$ cat src/ffa_pkg.sv
// Shared types and constants for the first-fit block allocator.
// Item and result structs, status codes and the controller/datapath interface.
// No dependencies.
package ffa_pkg;

   localparam int ADDR_BITS   = 20;
   localparam int LIMIT_BITS  = 21;
   localparam int SUM_BITS    = ADDR_BITS + 2;
   localparam int STATUS_BITS = 3;

   localparam int DEFAULT_MAX_BLOCKS   = 64;
   localparam int DEFAULT_HEADER_BYTES = 24;

   localparam logic [LIMIT_BITS-1:0] ADDR_SPAN   = LIMIT_BITS'(1) << ADDR_BITS;
   localparam logic [LIMIT_BITS-1:0] LIMIT_RESET = LIMIT_BITS'(1048576);

   localparam logic [1:0] CMD_ALLOC   = 2'd0;
   localparam logic [1:0] CMD_FREE    = 2'd1;
   localparam logic [1:0] CMD_REALLOC = 2'd2;

   typedef enum logic [STATUS_BITS-1:0] {
      ST_OK           = 3'd0,
      ST_NO_HEAP      = 3'd1,
      ST_ZERO_SIZE    = 3'd2,
      ST_UNKNOWN_ADDR = 3'd3,
      ST_TABLE_FULL   = 3'd4
   } status_type;

   typedef struct packed {
      logic [1:0]           command;
      logic [ADDR_BITS-1:0] request_bytes;
      logic [ADDR_BITS-1:0] data_address;
   } req_item_type;

   typedef struct packed {
      logic [ADDR_BITS-1:0]   result_address;
      logic [STATUS_BITS-1:0] status;
      logic                   kept_in_place;
      logic [ADDR_BITS-1:0]   copy_bytes;
   } rsp_item_type;

   // controller -> datapath
   typedef struct packed {
      logic       accept;
      logic       scan_clear;
      logic       scan_run;
      logic       scan_fit;
      logic       cap_loc;
      logic       claim_fit;
      logic       grow;
      logic       set_copy;
      logic       set_kept;
      logic       set_status;
      status_type status_code;
      logic       rel_start;
      logic       rel_step;
      logic       rel_merge;
      logic       load_rsp;
   } ctrl_cmd_type;

   // datapath -> controller
   typedef struct packed {
      logic [1:0] command;
      logic       req_zero;
      logic       addr_zero;
      logic       scan_done;
      logic       scan_hit;
      logic       loc_fits;
      logic       grow_ok;
      logic       rel_end;
      logic       rel_linked;
      logic       rel_free;
      logic       rsp_free;
   } dp_stat_type;

endpackage

$ cat src/ffa_ram.sv
// Generic single-clock RAM: one write port, one read port, registered read data.
// No dependencies.
module ffa_ram #(
   parameter int WIDTH = 8,
   parameter int DEPTH = 64,
   localparam int AW = (DEPTH > 1) ? $clog2(DEPTH) : 1
) (
   input  logic             clock,
   input  logic             wr_en,
   input  logic [AW-1:0]    wr_addr,
   input  logic [WIDTH-1:0] wr_data,
   input  logic [AW-1:0]    rd_addr,
   output logic [WIDTH-1:0] rd_data
);

   logic [WIDTH-1:0] mem_ff [DEPTH];
   logic [WIDTH-1:0] rd_data_ff;

   always_ff @(posedge clock) begin
      if (wr_en) begin
         mem_ff[wr_addr] <= wr_data;
      end
      rd_data_ff <= mem_ff[rd_addr];
   end

   assign rd_data = rd_data_ff;

endmodule

$ cat src/ffa_dp.sv
// Allocator datapath: block table (offset/size RAMs, free/linked flags),
// heap top, scan pointer, result and output registers.
// Depends on ffa_pkg and ffa_ram.
module ffa_dp
   import ffa_pkg::*;
#(
   parameter int MAX_BLOCKS   = DEFAULT_MAX_BLOCKS,
   parameter int HEADER_BYTES = DEFAULT_HEADER_BYTES
) (
   input  logic                  clock,
   input  logic                  reset,
   input  req_item_type          req_data,
   output logic                  rsp_valid,
   input  logic                  rsp_stall,
   output rsp_item_type          rsp_data,
   input  logic                  csr_wen,
   input  logic [LIMIT_BITS-1:0] csr_wdata,
   input  ctrl_cmd_type          cmd,
   output dp_stat_type           stat
);

   localparam int IDXW = (MAX_BLOCKS > 1) ? $clog2(MAX_BLOCKS) : 1;
   localparam int CNTW = $clog2(MAX_BLOCKS + 1);
   localparam logic [ADDR_BITS:0] HDR_W = (ADDR_BITS + 1)'(HEADER_BYTES);
   localparam logic [CNTW-1:0] MAX_CNT = CNTW'(MAX_BLOCKS);

   // control state
   logic [LIMIT_BITS-1:0] limit_ff, limit_in;
   logic [ADDR_BITS:0]    heap_top_ff, heap_top_in;
   logic [CNTW-1:0]       count_ff, count_in;
   logic [MAX_BLOCKS-1:0] free_ff, free_in;
   logic [MAX_BLOCKS-1:0] linked_ff, linked_in;
   logic [CNTW-1:0]       ptr_ff, ptr_in;
   logic                  pend_vld_ff, pend_vld_in;
   logic                  rsp_valid_ff, rsp_valid_in;

   // payload
   req_item_type          item_ff, item_in;
   logic [ADDR_BITS:0]    need_ff, need_in;
   logic [IDXW-1:0]       pend_idx_ff, pend_idx_in;
   logic [IDXW-1:0]       loc_idx_ff, loc_idx_in;
   logic [ADDR_BITS-1:0]  loc_size_ff, loc_size_in;
   logic [ADDR_BITS-1:0]  res_addr_ff, res_addr_in;
   status_type            res_status_ff, res_status_in;
   logic                  res_kept_ff, res_kept_in;
   logic [ADDR_BITS-1:0]  res_copy_ff, res_copy_in;
   rsp_item_type          rsp_data_ff, rsp_data_in;

   // RAM ports
   logic                  off_we, size_we;
   logic [IDXW-1:0]       size_waddr;
   logic [ADDR_BITS-1:0]  off_wdata, size_wdata;
   logic [ADDR_BITS-1:0]  off_rd, size_rd;
   logic [IDXW-1:0]       rd_addr;

   // combinational helpers
   logic [ADDR_BITS-1:0]  req_m1;
   logic [ADDR_BITS-3:0]  need_units;
   logic [IDXW-1:0]       ptr_idx, cnt_idx;
   logic [ADDR_BITS:0]    hit_data_addr, merged, top_data_addr;
   logic                  match_hit, fit_hit, scan_hit, scan_done;
   logic [SUM_BITS-1:0]   grow_sum;
   logic [LIMIT_BITS-1:0] limit_eff;
   logic                  over_limit, table_full, grow_do;

   assign ptr_idx = ptr_ff[IDXW-1:0];
   assign cnt_idx = count_ff[IDXW-1:0];
   assign rd_addr = ptr_idx;

   ffa_ram #(.WIDTH(ADDR_BITS), .DEPTH(MAX_BLOCKS)) u_off_ram (
      .clock   (clock),
      .wr_en   (off_we),
      .wr_addr (cnt_idx),
      .wr_data (off_wdata),
      .rd_addr (rd_addr),
      .rd_data (off_rd)
   );

   ffa_ram #(.WIDTH(ADDR_BITS), .DEPTH(MAX_BLOCKS)) u_size_ram (
      .clock   (clock),
      .wr_en   (size_we),
      .wr_addr (size_waddr),
      .wr_data (size_wdata),
      .rd_addr (rd_addr),
      .rd_data (size_rd)
   );

   // round up to a multiple of 8
   assign req_m1     = req_data.request_bytes - ADDR_BITS'(1);
   assign need_units = {1'b0, req_m1[ADDR_BITS-1:3]} + (ADDR_BITS - 2)'(1);

   // entry under test is the one whose RAM data just arrived
   assign hit_data_addr = {1'b0, off_rd} + HDR_W;
   assign match_hit = linked_ff[pend_idx_ff] &&
                      (hit_data_addr == {1'b0, item_ff.data_address});
   assign fit_hit   = linked_ff[pend_idx_ff] && free_ff[pend_idx_ff] &&
                      ({1'b0, size_rd} >= need_ff);
   assign scan_hit  = pend_vld_ff && (cmd.scan_fit ? fit_hit : match_hit);
   assign scan_done = scan_hit || (!pend_vld_ff && (ptr_ff >= count_ff));

   assign limit_eff  = (limit_ff > ADDR_SPAN) ? ADDR_SPAN : limit_ff;
   assign grow_sum   = {1'b0, heap_top_ff} + SUM_BITS'(HDR_W) + {1'b0, need_ff};
   assign over_limit = grow_sum > SUM_BITS'(limit_eff);
   assign table_full = count_ff >= MAX_CNT;
   assign grow_do    = cmd.grow && !over_limit && !table_full;
   assign top_data_addr = heap_top_ff + HDR_W;

   assign merged = {1'b0, loc_size_ff} + HDR_W + {1'b0, size_rd};

   assign off_we     = grow_do;
   assign off_wdata  = heap_top_ff[ADDR_BITS-1:0];
   assign size_we    = grow_do || cmd.rel_merge;
   assign size_waddr = cmd.rel_merge ? loc_idx_ff : cnt_idx;
   assign size_wdata = cmd.rel_merge ? merged[ADDR_BITS-1:0] : need_ff[ADDR_BITS-1:0];

   always_comb begin
      limit_in      = limit_ff;
      heap_top_in   = heap_top_ff;
      count_in      = count_ff;
      free_in       = free_ff;
      linked_in     = linked_ff;
      ptr_in        = ptr_ff;
      pend_vld_in   = pend_vld_ff;
      rsp_valid_in  = rsp_valid_ff;
      item_in       = item_ff;
      need_in       = need_ff;
      pend_idx_in   = pend_idx_ff;
      loc_idx_in    = loc_idx_ff;
      loc_size_in   = loc_size_ff;
      res_addr_in   = res_addr_ff;
      res_status_in = res_status_ff;
      res_kept_in   = res_kept_ff;
      res_copy_in   = res_copy_ff;
      rsp_data_in   = rsp_data_ff;

      if (csr_wen) begin
         limit_in = csr_wdata;
      end

      if (cmd.accept) begin
         item_in       = req_data;
         need_in       = {need_units, 3'b000};
         res_addr_in   = '0;
         res_status_in = ST_OK;
         res_kept_in   = 1'b0;
         res_copy_in   = '0;
      end

      if (cmd.scan_clear) begin
         ptr_in      = '0;
         pend_vld_in = 1'b0;
      end

      // one read issued per cycle, checked the cycle after
      if (cmd.scan_run) begin
         if (!scan_hit && (ptr_ff < count_ff)) begin
            ptr_in      = ptr_ff + CNTW'(1);
            pend_vld_in = 1'b1;
            pend_idx_in = ptr_idx;
         end else begin
            pend_vld_in = 1'b0;
         end
      end

      if (cmd.cap_loc) begin
         loc_idx_in  = pend_idx_ff;
         loc_size_in = size_rd;
      end

      if (cmd.claim_fit) begin
         free_in[pend_idx_ff] = 1'b0;
         res_addr_in = hit_data_addr[ADDR_BITS-1:0];
      end

      if (cmd.grow) begin
         if (over_limit) begin
            res_status_in = ST_NO_HEAP;
         end else if (table_full) begin
            res_status_in = ST_TABLE_FULL;
         end else begin
            free_in[cnt_idx]   = 1'b0;
            linked_in[cnt_idx] = 1'b1;
            count_in    = count_ff + CNTW'(1);
            heap_top_in = grow_sum[ADDR_BITS:0];
            res_addr_in = top_data_addr[ADDR_BITS-1:0];
         end
      end

      if (cmd.set_copy) begin
         res_copy_in = loc_size_ff;
      end

      if (cmd.set_kept) begin
         res_addr_in = item_ff.data_address;
         res_kept_in = 1'b1;
      end

      if (cmd.set_status) begin
         res_status_in = cmd.status_code;
      end

      if (cmd.rel_start) begin
         free_in[loc_idx_ff] = 1'b1;
         ptr_in = CNTW'(loc_idx_ff) + CNTW'(1);
      end

      if (cmd.rel_step) begin
         ptr_in = ptr_ff + CNTW'(1);
      end

      if (cmd.rel_merge) begin
         linked_in[ptr_idx] = 1'b0;
      end

      if (cmd.load_rsp) begin
         rsp_valid_in = 1'b1;
         rsp_data_in.result_address = res_addr_ff;
         rsp_data_in.status         = res_status_ff;
         rsp_data_in.kept_in_place  = res_kept_ff;
         rsp_data_in.copy_bytes     = res_copy_ff;
      end else if (rsp_valid_ff && !rsp_stall) begin
         rsp_valid_in = 1'b0;
      end
   end

   always_ff @(posedge clock) begin
      if (reset) begin
         limit_ff     <= LIMIT_RESET;
         heap_top_ff  <= '0;
         count_ff     <= '0;
         free_ff      <= '0;
         linked_ff    <= '0;
         ptr_ff       <= '0;
         pend_vld_ff  <= 1'b0;
         rsp_valid_ff <= 1'b0;
      end else begin
         limit_ff     <= limit_in;
         heap_top_ff  <= heap_top_in;
         count_ff     <= count_in;
         free_ff      <= free_in;
         linked_ff    <= linked_in;
         ptr_ff       <= ptr_in;
         pend_vld_ff  <= pend_vld_in;
         rsp_valid_ff <= rsp_valid_in;
      end
   end

   always_ff @(posedge clock) begin
      item_ff       <= item_in;
      need_ff       <= need_in;
      pend_idx_ff   <= pend_idx_in;
      loc_idx_ff    <= loc_idx_in;
      loc_size_ff   <= loc_size_in;
      res_addr_ff   <= res_addr_in;
      res_status_ff <= res_status_in;
      res_kept_ff   <= res_kept_in;
      res_copy_ff   <= res_copy_in;
      rsp_data_ff   <= rsp_data_in;
   end

   assign rsp_valid = rsp_valid_ff;
   assign rsp_data  = rsp_data_ff;

   always_comb begin
      stat.command    = item_ff.command;
      stat.req_zero   = (item_ff.request_bytes == '0);
      stat.addr_zero  = (item_ff.data_address == '0);
      stat.scan_done  = scan_done;
      stat.scan_hit   = scan_hit;
      stat.loc_fits   = (loc_size_ff >= item_ff.request_bytes);
      stat.grow_ok    = !over_limit && !table_full;
      stat.rel_end    = (ptr_ff >= count_ff);
      stat.rel_linked = linked_ff[ptr_idx];
      stat.rel_free   = free_ff[ptr_idx];
      stat.rsp_free   = !rsp_valid_ff || !rsp_stall;
   end

`ifndef SYNTH
   a_count_bound: assert property (@(posedge clock) disable iff (reset)
      count_ff <= MAX_CNT)
      else $error("block count beyond table size");

   a_top_bound: assert property (@(posedge clock) disable iff (reset)
      heap_top_ff <= {1'b0, ADDR_SPAN[ADDR_BITS-1:0]} + (ADDR_BITS + 1)'(ADDR_SPAN))
      else $error("heap top beyond address span");

   a_linked_below_count: assert property (@(posedge clock) disable iff (reset)
      (linked_ff & ({MAX_BLOCKS{1'b1}} << count_ff)) == '0)
      else $error("linked entry at or above block count");

   a_pend_in_table: assert property (@(posedge clock) disable iff (reset)
      pend_vld_ff |-> (CNTW'(pend_idx_ff) < count_ff))
      else $error("scan checked an entry outside the table");

   a_append_grows: assert property (@(posedge clock) disable iff (reset)
      grow_do |=> (count_ff == $past(count_ff) + CNTW'(1)))
      else $error("append did not bump block count");
`endif

endmodule

$ cat src/ffa_ctrl.sv
// Allocator controller: sequences locate, first-fit scan, heap growth and
// release/merge, and hands the result to the output register.
// Depends on ffa_pkg.
module ffa_ctrl
   import ffa_pkg::*;
(
   input  logic         clock,
   input  logic         reset,
   input  logic         req_valid,
   output logic         req_stall,
   output ctrl_cmd_type cmd,
   input  dp_stat_type  stat
);

   typedef enum logic [3:0] {
      S_IDLE,
      S_DECODE,
      S_LOC_SCAN,
      S_LOC_DONE,
      S_FIT_SCAN,
      S_GROW,
      S_REL_START,
      S_REL_SCAN,
      S_REL_WAIT,
      S_FINISH
   } state_type;

   state_type state_ff, state_in;
   logic      move;

   // reallocate of a live block that must move
   assign move = (stat.command == CMD_REALLOC) && !stat.addr_zero;

   assign req_stall = (state_ff != S_IDLE);

   always_comb begin
      state_in = state_ff;
      cmd      = '0;
      unique case (state_ff)
         S_IDLE: begin
            if (req_valid) begin
               cmd.accept = 1'b1;
               state_in   = S_DECODE;
            end
         end
         S_DECODE: begin
            case (stat.command)
               CMD_ALLOC: begin
                  if (stat.req_zero) begin
                     cmd.set_status  = 1'b1;
                     cmd.status_code = ST_ZERO_SIZE;
                     state_in        = S_FINISH;
                  end else begin
                     cmd.scan_clear = 1'b1;
                     state_in       = S_FIT_SCAN;
                  end
               end
               CMD_FREE: begin
                  if (stat.addr_zero) begin
                     state_in = S_FINISH;
                  end else begin
                     cmd.scan_clear = 1'b1;
                     state_in       = S_LOC_SCAN;
                  end
               end
               CMD_REALLOC: begin
                  if (!stat.addr_zero) begin
                     cmd.scan_clear = 1'b1;
                     state_in       = S_LOC_SCAN;
                  end else if (stat.req_zero) begin
                     cmd.set_status  = 1'b1;
                     cmd.status_code = ST_ZERO_SIZE;
                     state_in        = S_FINISH;
                  end else begin
                     cmd.scan_clear = 1'b1;
                     state_in       = S_FIT_SCAN;
                  end
               end
               default: begin
                  state_in = S_FINISH;
               end
            endcase
         end
         S_LOC_SCAN: begin
            cmd.scan_run = 1'b1;
            if (stat.scan_done) begin
               if (stat.scan_hit) begin
                  cmd.cap_loc = 1'b1;
                  state_in    = S_LOC_DONE;
               end else begin
                  cmd.set_status  = 1'b1;
                  cmd.status_code = ST_UNKNOWN_ADDR;
                  state_in        = S_FINISH;
               end
            end
         end
         S_LOC_DONE: begin
            if (stat.command == CMD_FREE || stat.req_zero) begin
               state_in = S_REL_START;
            end else if (stat.loc_fits) begin
               cmd.set_kept = 1'b1;
               state_in     = S_FINISH;
            end else begin
               cmd.scan_clear = 1'b1;
               state_in       = S_FIT_SCAN;
            end
         end
         S_FIT_SCAN: begin
            cmd.scan_run = 1'b1;
            cmd.scan_fit = 1'b1;
            if (stat.scan_done) begin
               if (stat.scan_hit) begin
                  cmd.claim_fit = 1'b1;
                  cmd.set_copy  = move;
                  state_in      = move ? S_REL_START : S_FINISH;
               end else begin
                  state_in = S_GROW;
               end
            end
         end
         S_GROW: begin
            cmd.grow = 1'b1;
            if (move && stat.grow_ok) begin
               cmd.set_copy = 1'b1;
               state_in     = S_REL_START;
            end else begin
               state_in = S_FINISH;
            end
         end
         S_REL_START: begin
            cmd.rel_start = 1'b1;
            state_in      = S_REL_SCAN;
         end
         S_REL_SCAN: begin
            // walk to the next linked block; merge only if it is free
            if (stat.rel_end) begin
               state_in = S_FINISH;
            end else if (stat.rel_linked) begin
               state_in = stat.rel_free ? S_REL_WAIT : S_FINISH;
            end else begin
               cmd.rel_step = 1'b1;
            end
         end
         S_REL_WAIT: begin
            cmd.rel_merge = 1'b1;
            state_in      = S_FINISH;
         end
         S_FINISH: begin
            if (stat.rsp_free) begin
               cmd.load_rsp = 1'b1;
               state_in     = S_IDLE;
            end
         end
         default: begin
            state_in = S_IDLE;
         end
      endcase
   end

   always_ff @(posedge clock) begin
      if (reset) begin
         state_ff <= S_IDLE;
      end else begin
         state_ff <= state_in;
      end
   end

endmodule

$ cat src/first_fit_block_allocator_core.sv
// First-fit heap block allocator, top level.
// Input channel req_* carries one command item (allocate, free, reallocate);
// result channel rsp_* returns exactly one result item per command.
// csr_wen/csr_wdata write the heap limit in bytes (write only while idle).
// An item is taken when req_valid is high and req_stall low; req_stall stays
// high while a command is being worked. The table is walked one entry per
// cycle through the offset/size RAM read port:
//   allocate        : first-fit scan, then heap growth if nothing fits
//   free            : locate, then walk to next link
//   reallocate/move : locate, fit, release
// Allocate of zero size, free of a null address and reallocate of a null address with zero size skip the table walk.
// One command is worked at a time; the result sits in an output register,
// so the next item is taken while an earlier result waits under rsp_stall.
// Synchronous reset empties the table, sets the heap top to zero and the
// limit to its default; free/linked flags are flops cleared at once, so no
// clearing pass is needed.
// Depends on ffa_pkg, ffa_ctrl, ffa_dp and ffa_ram.
module first_fit_block_allocator_core
   import ffa_pkg::*;
#(
   parameter int MAX_BLOCKS   = DEFAULT_MAX_BLOCKS,
   parameter int HEADER_BYTES = DEFAULT_HEADER_BYTES
) (
   input  logic                  clock,
   input  logic                  reset,
   input  logic                  req_valid,
   output logic                  req_stall,
   input  req_item_type          req_data,
   output logic                  rsp_valid,
   input  logic                  rsp_stall,
   output rsp_item_type          rsp_data,
   input  logic                  csr_wen,
   input  logic [LIMIT_BITS-1:0] csr_wdata
);

   ctrl_cmd_type cmd;
   dp_stat_type  stat;

   ffa_ctrl u_ctrl (
      .clock     (clock),
      .reset     (reset),
      .req_valid (req_valid),
      .req_stall (req_stall),
      .cmd       (cmd),
      .stat      (stat)
   );

   ffa_dp #(
      .MAX_BLOCKS   (MAX_BLOCKS),
      .HEADER_BYTES (HEADER_BYTES)
   ) u_dp (
      .clock     (clock),
      .reset     (reset),
      .req_data  (req_data),
      .rsp_valid (rsp_valid),
      .rsp_stall (rsp_stall),
      .rsp_data  (rsp_data),
      .csr_wen   (csr_wen),
      .csr_wdata (csr_wdata),
      .cmd       (cmd),
      .stat      (stat)
   );

endmodule
$ cat config.mk
export PLATFORM = sky130hd
export DESIGN_NAME = first_fit_block_allocator_core
export DESIGN_NICKNAME = d
export VERILOG_FILES = /design/src/ffa_pkg.sv /design/src/ffa_ram.sv /design/src/ffa_dp.sv /design/src/ffa_ctrl.sv /design/src/first_fit_block_allocator_core.sv
export SDC_FILE = /design/constraint.sdc
export NUM_CORES = 2
export LEC_CHECK = 0
export BUFFER_PORTS_ARGS = -buffer_cell sky130_fd_sc_hd__buf_2
export CORE_AREA = 2 2 499 872
export DETAILED_ROUTE_END_ITERATION = 12
export DIE_AREA = 0 0 501 874
export PLACE_DENSITY_LB_ADDON = 0.25
export SYNTH_ARGS = -nofsm -noshare
export SYNTH_HDL_FRONTEND = slang
export SYNTH_SLANG_ARGS = --single-unit
$ cat constraint.sdc
create_clock -name clock -period 8.4 [get_ports clock]
set_clock_uncertainty 0.1 [all_clocks]
set_input_delay 0.42 -clock clock [delete_from_list [all_inputs] [get_ports clock]]
set_output_delay 0.42 -clock clock [all_outputs]
set_load 0.01 [all_outputs]
Yosys cells after proc, flatten, opt, wreduce, memory -nomap -nowiden
Memories as Yosys holds them, arrays and structs flattened. A register that Yosys moved wholly into a read port is not among the register bits.
Index checks and enable logic that the tools add are counted.
Cells by class
  magnitude comparators: 15
  equal/unequal tests: 17
  multiplexer cells: 110
  add/sub/neg operators: 11
  bitwise logic cells: 10
  reduce and logical (&&, ||, !) cells: 39
Operators by type and width (count)
  two-way mux 64 bit: 9
  AND 64 bit: 3
  inverter 64 bit: 3
  two-way mux 20 bit: 9
  bitwise OR 64 bit: 2
  two-way mux 4 bit: 19
  two-way mux 1 bit: 46
  adder 20 x 5 -> 20 bit (second input constant): 2
  zero test 20 bit: 2
  case mux 4 bit (10 select lines): 1
  two-way mux 7 bit: 5
  < comparator 6 x 7 -> 1 bit (second input constant): 4
  binary-select mux 1 bit (select 6 bit): 4
  demux 1 bit (select 6 bit): 4
  greater-or-equal comparator 6 x 1 -> 1 bit (second input constant): 4
  adder 21 x 5 -> 22 bit (second input constant): 1
  adder 22 x 21 -> 22 bit: 1
  greater-than comparator 22 x 21 -> 1 bit: 1
  adder 20 x 5 -> 21 bit (second input constant): 1
  == test 21 x 20 -> 1 bit: 1
  greater-or-equal comparator 20 x 21 -> 1 bit: 1
  greater-than comparator 21 bit (second input constant): 1
  two-way mux 21 bit: 1
  adder 20 bit: 1
  other kinds (35): 76
Word-level totals
  logic and storage cells: 228
  output and inout port bits: 46
  RAM bits: 2560
  memories kept: 2
  input port bits: 68
  flip-flop bits (word level): 370
Memories
  u_dp.u_off_ram.mem_ff: words 64, width 20, read ports 1, clocked after Yosys merged registers in 1, write ports 1, line ffa_ram.sv:16  | logic [WIDTH-1:0] mem_ff [DEPTH];
  u_dp.u_size_ram.mem_ff: words 64, width 20, read ports 1, clocked after Yosys merged registers in 1, write ports 1, line ffa_ram.sv:16

Logic depth before layout (Yosys ltp)
  depth in word-level cells: 16
  gate-level depth with buffers: 27
  gate-level depth less buffers: 24

Cells and area by module
A second synthesis with hierarchy kept.
Second synthesis, totals
  cell total of the unflattened synthesis: 6858
  area, all modules: 121004.8 sq um
By module, submodules not included
  ffa_ram at u_dp.u_off_ram: area an instance 49500.0 sq um, sequential area each 38837.2 sq um, cells an instance 2243, times used 1
  ffa_ram at u_dp.u_size_ram: area an instance 49495.0 sq um, sequential area each 38837.2 sq um, cells an instance 2243, times used 1
  ffa_dp: area an instance 21324.2 sq um, sequential area each 8828.5 sq um, cells an instance 2275, times used 1
  ffa_ctrl: area an instance 685.7 sq um, sequential area each 80.1 sq um, cells an instance 97, times used 1

Worst setup path before layout
OpenSTA, ideal clock, no wires.
  kind: register to register
  start point: register u_dp.heap_top_ff[4]
  end point: register u_dp.free_ff[60]
  setup slack: 861 ps
  buffers on the path: 2
  arrival time: 7224 ps
  stages on the path, launching flop included: 25
  setup time: 215 ps
  required time: 8085 ps
  clock period less this slack: 7539 ps
  path through: dfxtp_1 > inv_1 > ha_1 > inv_1 > ha_1 > inv_1 > fa_1 > nor2b_1 > o21a_1 > o21ai_0 > a211oi_1 > o21ai_0 > a21oi_1 > nor2_1 > ha_1 > a21oi_1 > o21ai_0 > a21o_1 > a221oi_1 > a21oi_1 > or4_1 > clkbuf_1 > buf_2 > nor4_1 > o22ai_1
Between the ends
  cells in the longest elaborated chain, start to end: 7
RTL lines
  from (decl): line ffa_dp.sv:29  | logic [ADDR_BITS:0] heap_top_ff, heap_top_in;
  from (signal assigned): line ffa_dp.sv:238  | heap_top_ff <= heap_top_in;
  adder 21 x 5 -> 22 bit (*): line ffa_dp.sv:102  | assign grow_sum = {1'b0, heap_top_ff} + SUM_BITS'(HDR_W) + {1'b0, need_ff};
  adder 22 x 21 -> 22 bit (*): line ffa_dp.sv:102
  net u_dp.grow_sum[18]: line ffa_dp.sv:62  | logic [SUM_BITS-1:0] grow_sum;
  greater-than comparator 22 x 21 -> 1 bit (*): line ffa_dp.sv:103  | assign over_limit = grow_sum > SUM_BITS'(limit_eff);
  two-way mux 64 bit (*): line ffa_dp.sv:176  | if (over_limit) begin
  two-way mux 64 bit (*): line ffa_dp.sv:175  | if (cmd.grow) begin
  bitwise OR 64 bit (no source line)
  two-way mux 64 bit (*): line ffa_dp.sv:202  | if (cmd.rel_start) begin
  to (signal assigned): line ffa_dp.sv:240  | free_ff <= free_in;
  to (decl): line ffa_dp.sv:31  | logic [MAX_BLOCKS-1:0] free_ff, free_in;
Mark *: on every way through the listed nets, which the timed path passes. The rest lies on a longest branch.
A chain may end at the register's enable or synchronous reset.

Worst setup path in the final report
  start point: register u_dp.need_ff[4]
  end point: memory u_dp.u_size_ram.mem_ff[62][14] in the netlist's numbering (enable)
Between the ends
  cells in the longest elaborated chain, start to end: 8
RTL lines
  from (decl): line ffa_dp.sv:39  | logic [ADDR_BITS:0] need_ff, need_in;
  from (signal assigned): line ffa_dp.sv:250  | need_ff <= need_in;
  adder 22 x 21 -> 22 bit: line ffa_dp.sv:102
  net u_dp.grow_sum[18]: line ffa_dp.sv:62
  greater-than comparator 22 x 21 -> 1 bit: line ffa_dp.sv:103
  zero test 1 bit: line ffa_dp.sv:105  | assign grow_do = cmd.grow && !over_limit && !table_full;
  logical AND 1 bit (2 in a row): line ffa_dp.sv:105
  logical OR 1 bit: line ffa_dp.sv:112  | assign size_we = grow_do || cmd.rel_merge;
  two-way mux 1 bit: line ffa_ram.sv:20  | if (wr_en) begin
  two-way mux 1 bit (implied by the code): line ffa_ram.sv:21  | mem_ff[wr_addr] <= wr_data;
  to (decl): line ffa_ram.sv:16
The timed path passes the listed nets, and every way through them passes these cells.

==> run summary <==
CTS tree: done
worst path required time: 8.83 ns
synthesized instance count: 6747
Slew Viols, Final: 0
most frequently used flop master after synthesis: sky130_fd_sc_hd__edfxtp_1
antenna violations before repair: 21
CP Class: register to register
RSZ-0062 raised after global routing: no
clock network fraction of design power: 37.4%
result of the run: completed
post-synthesis cell area: 0.1072 mm^2
Synth warnings: 0
Worst VDD drop: 0.2091 mV
worst hold path class: input port to register
switching component of the power: 8.328 mW
fraction of post-synthesis cell area in the top cell type by area: 70.69%
height of the die: 874 um
Area growth syn-to-layout: 17.68%
global-route wire length before repair: 555.1 mm
sw frac: 26.01%
Reg clk slew, reported paths: 0.07 ns
maximum number of pins on one net before global-route repair: 111
Post-DP HPWL: 261.0 mm
static leakage power: 38.93 nW
share of flip-flops with an asynchronous set or reset after synthesis: 0%
number of setup violations in the final report: 0
synthesized area per cell: 15.89 um^2
Final Routed Wirelength: 403.9 mm
count of flip-flops with a built-in enable after synthesis: 2524
kind of start point of the critical path: register
layout cell share with drive strength beyond 1: 15.09%
pre-CTS worst setup slack: 1.128 ns
highest-count cells in the layout ignoring fill and taps: 2524 x sky130_fd_sc_hd__edfxtp_1, 916 x sky130_fd_sc_hd__a22oi_1, 305 x sky130_fd_sc_hd__buf_4, 250 x sky130_fd_sc_hd__clkbuf_16, 229 x sky130_fd_sc_hd__dfxtp_1
Overflow after GRT: 0
kind of capture point of the worst setup path: register
Internal Pwr Total: 23.69 mW
Initial Utilization: 24.89%
Total Neg Setup Slack: 0 ns
total number of vias: 66768
remaining number of nets flagged by the antenna check after routing: 0
Max Cap Violations: 0
count of unique library cells instantiated by Yosys: 94
ranking of synthesized cells by area: sky130_fd_sc_hd__edfxtp_1 71%, sky130_fd_sc_hd__a22oi_1 6.4%, sky130_fd_sc_hd__dfxtp_1 4.6%, sky130_fd_sc_hd__ha_1 1.6%, sky130_fd_sc_hd__a221oi_1 1.4%
worst-skew pair later-pin latency: 0.97 ns
global placer's final weighted congestion: 0.9426
die width: 501 um
total number of placement rows: 319
FF+latch count, synth: 2772
router iterations before antenna repair: 8
most common library cell in the layout ignoring fill and taps: sky130_fd_sc_hd__edfxtp_1
number of top-level pins: 114
Syn Nets: 6957
fin nets: 7309
share of total power in combinational logic: 11.0%
worst reg-to-reg path cell count: 24
Hold Crit Start: req_data[0]
area inside the core boundary: 0.4307 mm^2
actual transition at the worst max-transition pin: 1.404 ns
portion of the clock cycle consumed by the worst path in the final layout: 88.12%
clock tree root buffer cell: sky130_fd_sc_hd__clkbuf_16
library cell with the largest summed area after synthesis: sky130_fd_sc_hd__edfxtp_1
number of hold-slack violations in the final timing report: 0
port buffer count: 113
worst-path fanout max: 35
# H-tree levels: 4
post-route worst setup slack: 0.9983 ns
first-iteration detailed-routing DRC count: 6647
Routed WL per cell: 31.15 um
sequential fraction of design power: 51.5%
power density relative to cell area: 253.8 mW/mm^2
GRT Util Overall: 17.84%
buffers from clock root to sink, at most: 4
data arrival time at the worst-slack endpoint: 7.83 ns
number of instances on the worst hold path: 2
endpoint of the most critical register-to-register path: u_dp.u_size_ram.mem_ff[62][14]
floorplan die area: 0.4379 mm^2
worst slew slack as a fraction of its limit: 5.767%
post-layout min period: 7.402 ns
reg2reg setup slack: 1.0 ns
via count of the first global-routing pass: 67281
startpoint of the worst register-to-register path: u_dp.need_ff[4]
drc violations: 0
fmax: 135.1 MHz
TritonCTS buffer count: 247
sinks on the clock net: 2772
end point of the worst hold path: u_dp.item_ff[0]
part of the Yosys area used for sequential elements: 75.32%
DR vias/cell: 5.151
==> power by group through the flow <==
stage               sequential (mW)  combinational (mW)  clock (mW)
floorplan                      16.8                1.59           0
global placement               16.8                3.47           0
detailed placement             16.8                3.51           0
CTS                            16.5                3.55        12.2
global route                   16.5                3.76        12.7
finish                         16.5                3.52        12.0
==> kinds of logic (layout without fill, tap and decap cells) <==
| kind of cell | Yosys count | after routing | share of synthesized area [%] |
|---|---|---|---|
| buffers and inverters | 527 | 1083 | 1.915 |
| XOR/XNOR | 105 | 105 | 0.8834 |
| other | 0 | 43 | 0 |
| multiplexers | 85 | 85 | 1.005 |
| flip-flops | 2772 | 2772 | 75.32 |
| AND/OR/NAND/NOR | 989 | 989 | 4.532 |
| adder cells (fa/ha/maj) | 142 | 142 | 1.671 |
| AO/OA/AOI/OAI | 2127 | 2127 | 14.67 |
==> stage by stage <==
step	std cells	hold slack, ns	util, %	power [mW]	instance area [um^2]
floorplan	6747	0.3003	-	18.42	107200
global placement	12378	0.3100	27.12	20.27	116800
detailed placement	12379	0.3110	27.12	20.32	116800
CTS	12920	0.007212	29.27	32.28	126100
global route	12958	0.06241	29.29	32.94	126200
finish	12963	0.06776	29.30	32.02	126200
==> state kept, by name (all words and copies together) (netlist names), 17 cells and up <==
register / cells
u_dp.res_copy_ff: 20
u_dp.loc_size_ff: 20
u_dp.item_ff: 40
u_dp.limit_ff: 21
u_dp.rsp_data: 44
u_dp.linked_ff: 64
u_dp.u_size_ram.mem_ff: 1280
u_dp.u_size_ram.rd_data: 20
u_dp.res_addr_ff: 20
u_dp.u_off_ram.rd_data: 17
u_dp.heap_top_ff: 18
u_dp.free_ff: 64
u_dp.u_off_ram.mem_ff: 1088
u_dp.need_ff: 18
==> cell type report <==
cell class,instances,area [um^2]
Fill cell,42672,304500
Sequential cell,2772,80780
Multi-Input combinational cell,3448,25250
Tap cell,5617,7028
Clock buffer,284,6445
Timing Repair Buffer,533,4277
Clock inverter,169,1919
Inverter,97,364.1
Antenna cell,43,107.6
==> repair_timing <==
item / 4_1_cts / 5_1_grt
hold buffers: 88 / 0
hold endpoints to repair: 86 / 0
gates resized for setup: 0 / 0
buffers inserted: 0 / 0
==> how the worst max path moves through the flow <==
stage                         from                        endpoint  depth (start not counted)
6_report           u_dp.need_ff[4]  u_dp.u_size_ram.mem_ff[62][14]                         24
3_5_place_dp       u_dp.need_ff[4]  u_dp.u_size_ram.mem_ff[62][14]                         24
5_1_grt            u_dp.need_ff[4]  u_dp.u_size_ram.mem_ff[62][14]                         24
4_1_cts            u_dp.need_ff[4]  u_dp.u_size_ram.mem_ff[62][15]                         24
2_1_floorplan  u_dp.heap_top_ff[4]                u_dp.free_ff[60]                         24
3_3_place_gp       u_dp.need_ff[4]  u_dp.u_size_ram.mem_ff[62][11]                         24
==> critical path, cell delays in order, from the launching register on <==
cell	delay, ns
sky130_fd_sc_hd__edfxtp_1	0.41
sky130_fd_sc_hd__inv_1	0.12
sky130_fd_sc_hd__ha_1	0.24
sky130_fd_sc_hd__inv_1	0.06
sky130_fd_sc_hd__ha_1	0.20
sky130_fd_sc_hd__inv_1	0.08
sky130_fd_sc_hd__fa_1	0.48
sky130_fd_sc_hd__nor2b_1	0.14
sky130_fd_sc_hd__o21a_1	0.14
sky130_fd_sc_hd__o21ai_0	0.16
sky130_fd_sc_hd__a211oi_1	0.35
sky130_fd_sc_hd__o21ai_0	0.21
sky130_fd_sc_hd__a21oi_1	0.25
sky130_fd_sc_hd__nor2_1	0.11
sky130_fd_sc_hd__ha_1	0.32
sky130_fd_sc_hd__a21oi_1	0.15
sky130_fd_sc_hd__o21ai_0	0.11
sky130_fd_sc_hd__a21o_1	0.19
sky130_fd_sc_hd__a221oi_1	0.34
sky130_fd_sc_hd__a21oi_1	0.21
sky130_fd_sc_hd__or4_4	0.83
sky130_fd_sc_hd__or3_1	0.68
sky130_fd_sc_hd__a21bo_2	0.51
sky130_fd_sc_hd__nor2_2	0.18
sky130_fd_sc_hd__buf_4	0.35
==> routing by layer <==
layer | wire [um] | track usage (%) | up-vias | part of all wire, %
li1 | - | - | 28477 | -
met1 | 146300 | 19.83 | 34976 | 36
met2 | 208500 | 32.23 | 2546 | 52
met3 | 19930 | 2.099 | 765 | 4.9
met4 | 29140 | 11.16 | 4 | 7.2
met5 | 22 | 0 | - | 0.0054
==> cell usage after synthesis, types with 80 or more instances <==
library cell / number
sky130_fd_sc_hd__o22ai_1: 91
sky130_fd_sc_hd__nand3_1: 97
sky130_fd_sc_hd__a22o_1: 157
sky130_fd_sc_hd__a21oi_1: 167
sky130_fd_sc_hd__a31oi_1: 163
sky130_fd_sc_hd__a41oi_1: 117
sky130_fd_sc_hd__clkbuf_1: 323
sky130_fd_sc_hd__a22oi_1: 916
sky130_fd_sc_hd__o211ai_1: 80
sky130_fd_sc_hd__inv_1: 93
sky130_fd_sc_hd__nor4_1: 97
sky130_fd_sc_hd__edfxtp_1: 2524
sky130_fd_sc_hd__dfxtp_1: 248
sky130_fd_sc_hd__ha_1: 140
sky130_fd_sc_hd__a221oi_1: 168
sky130_fd_sc_hd__nor2_1: 287
sky130_fd_sc_hd__nand2_1: 203
Power figures use the tool's default switching activity.
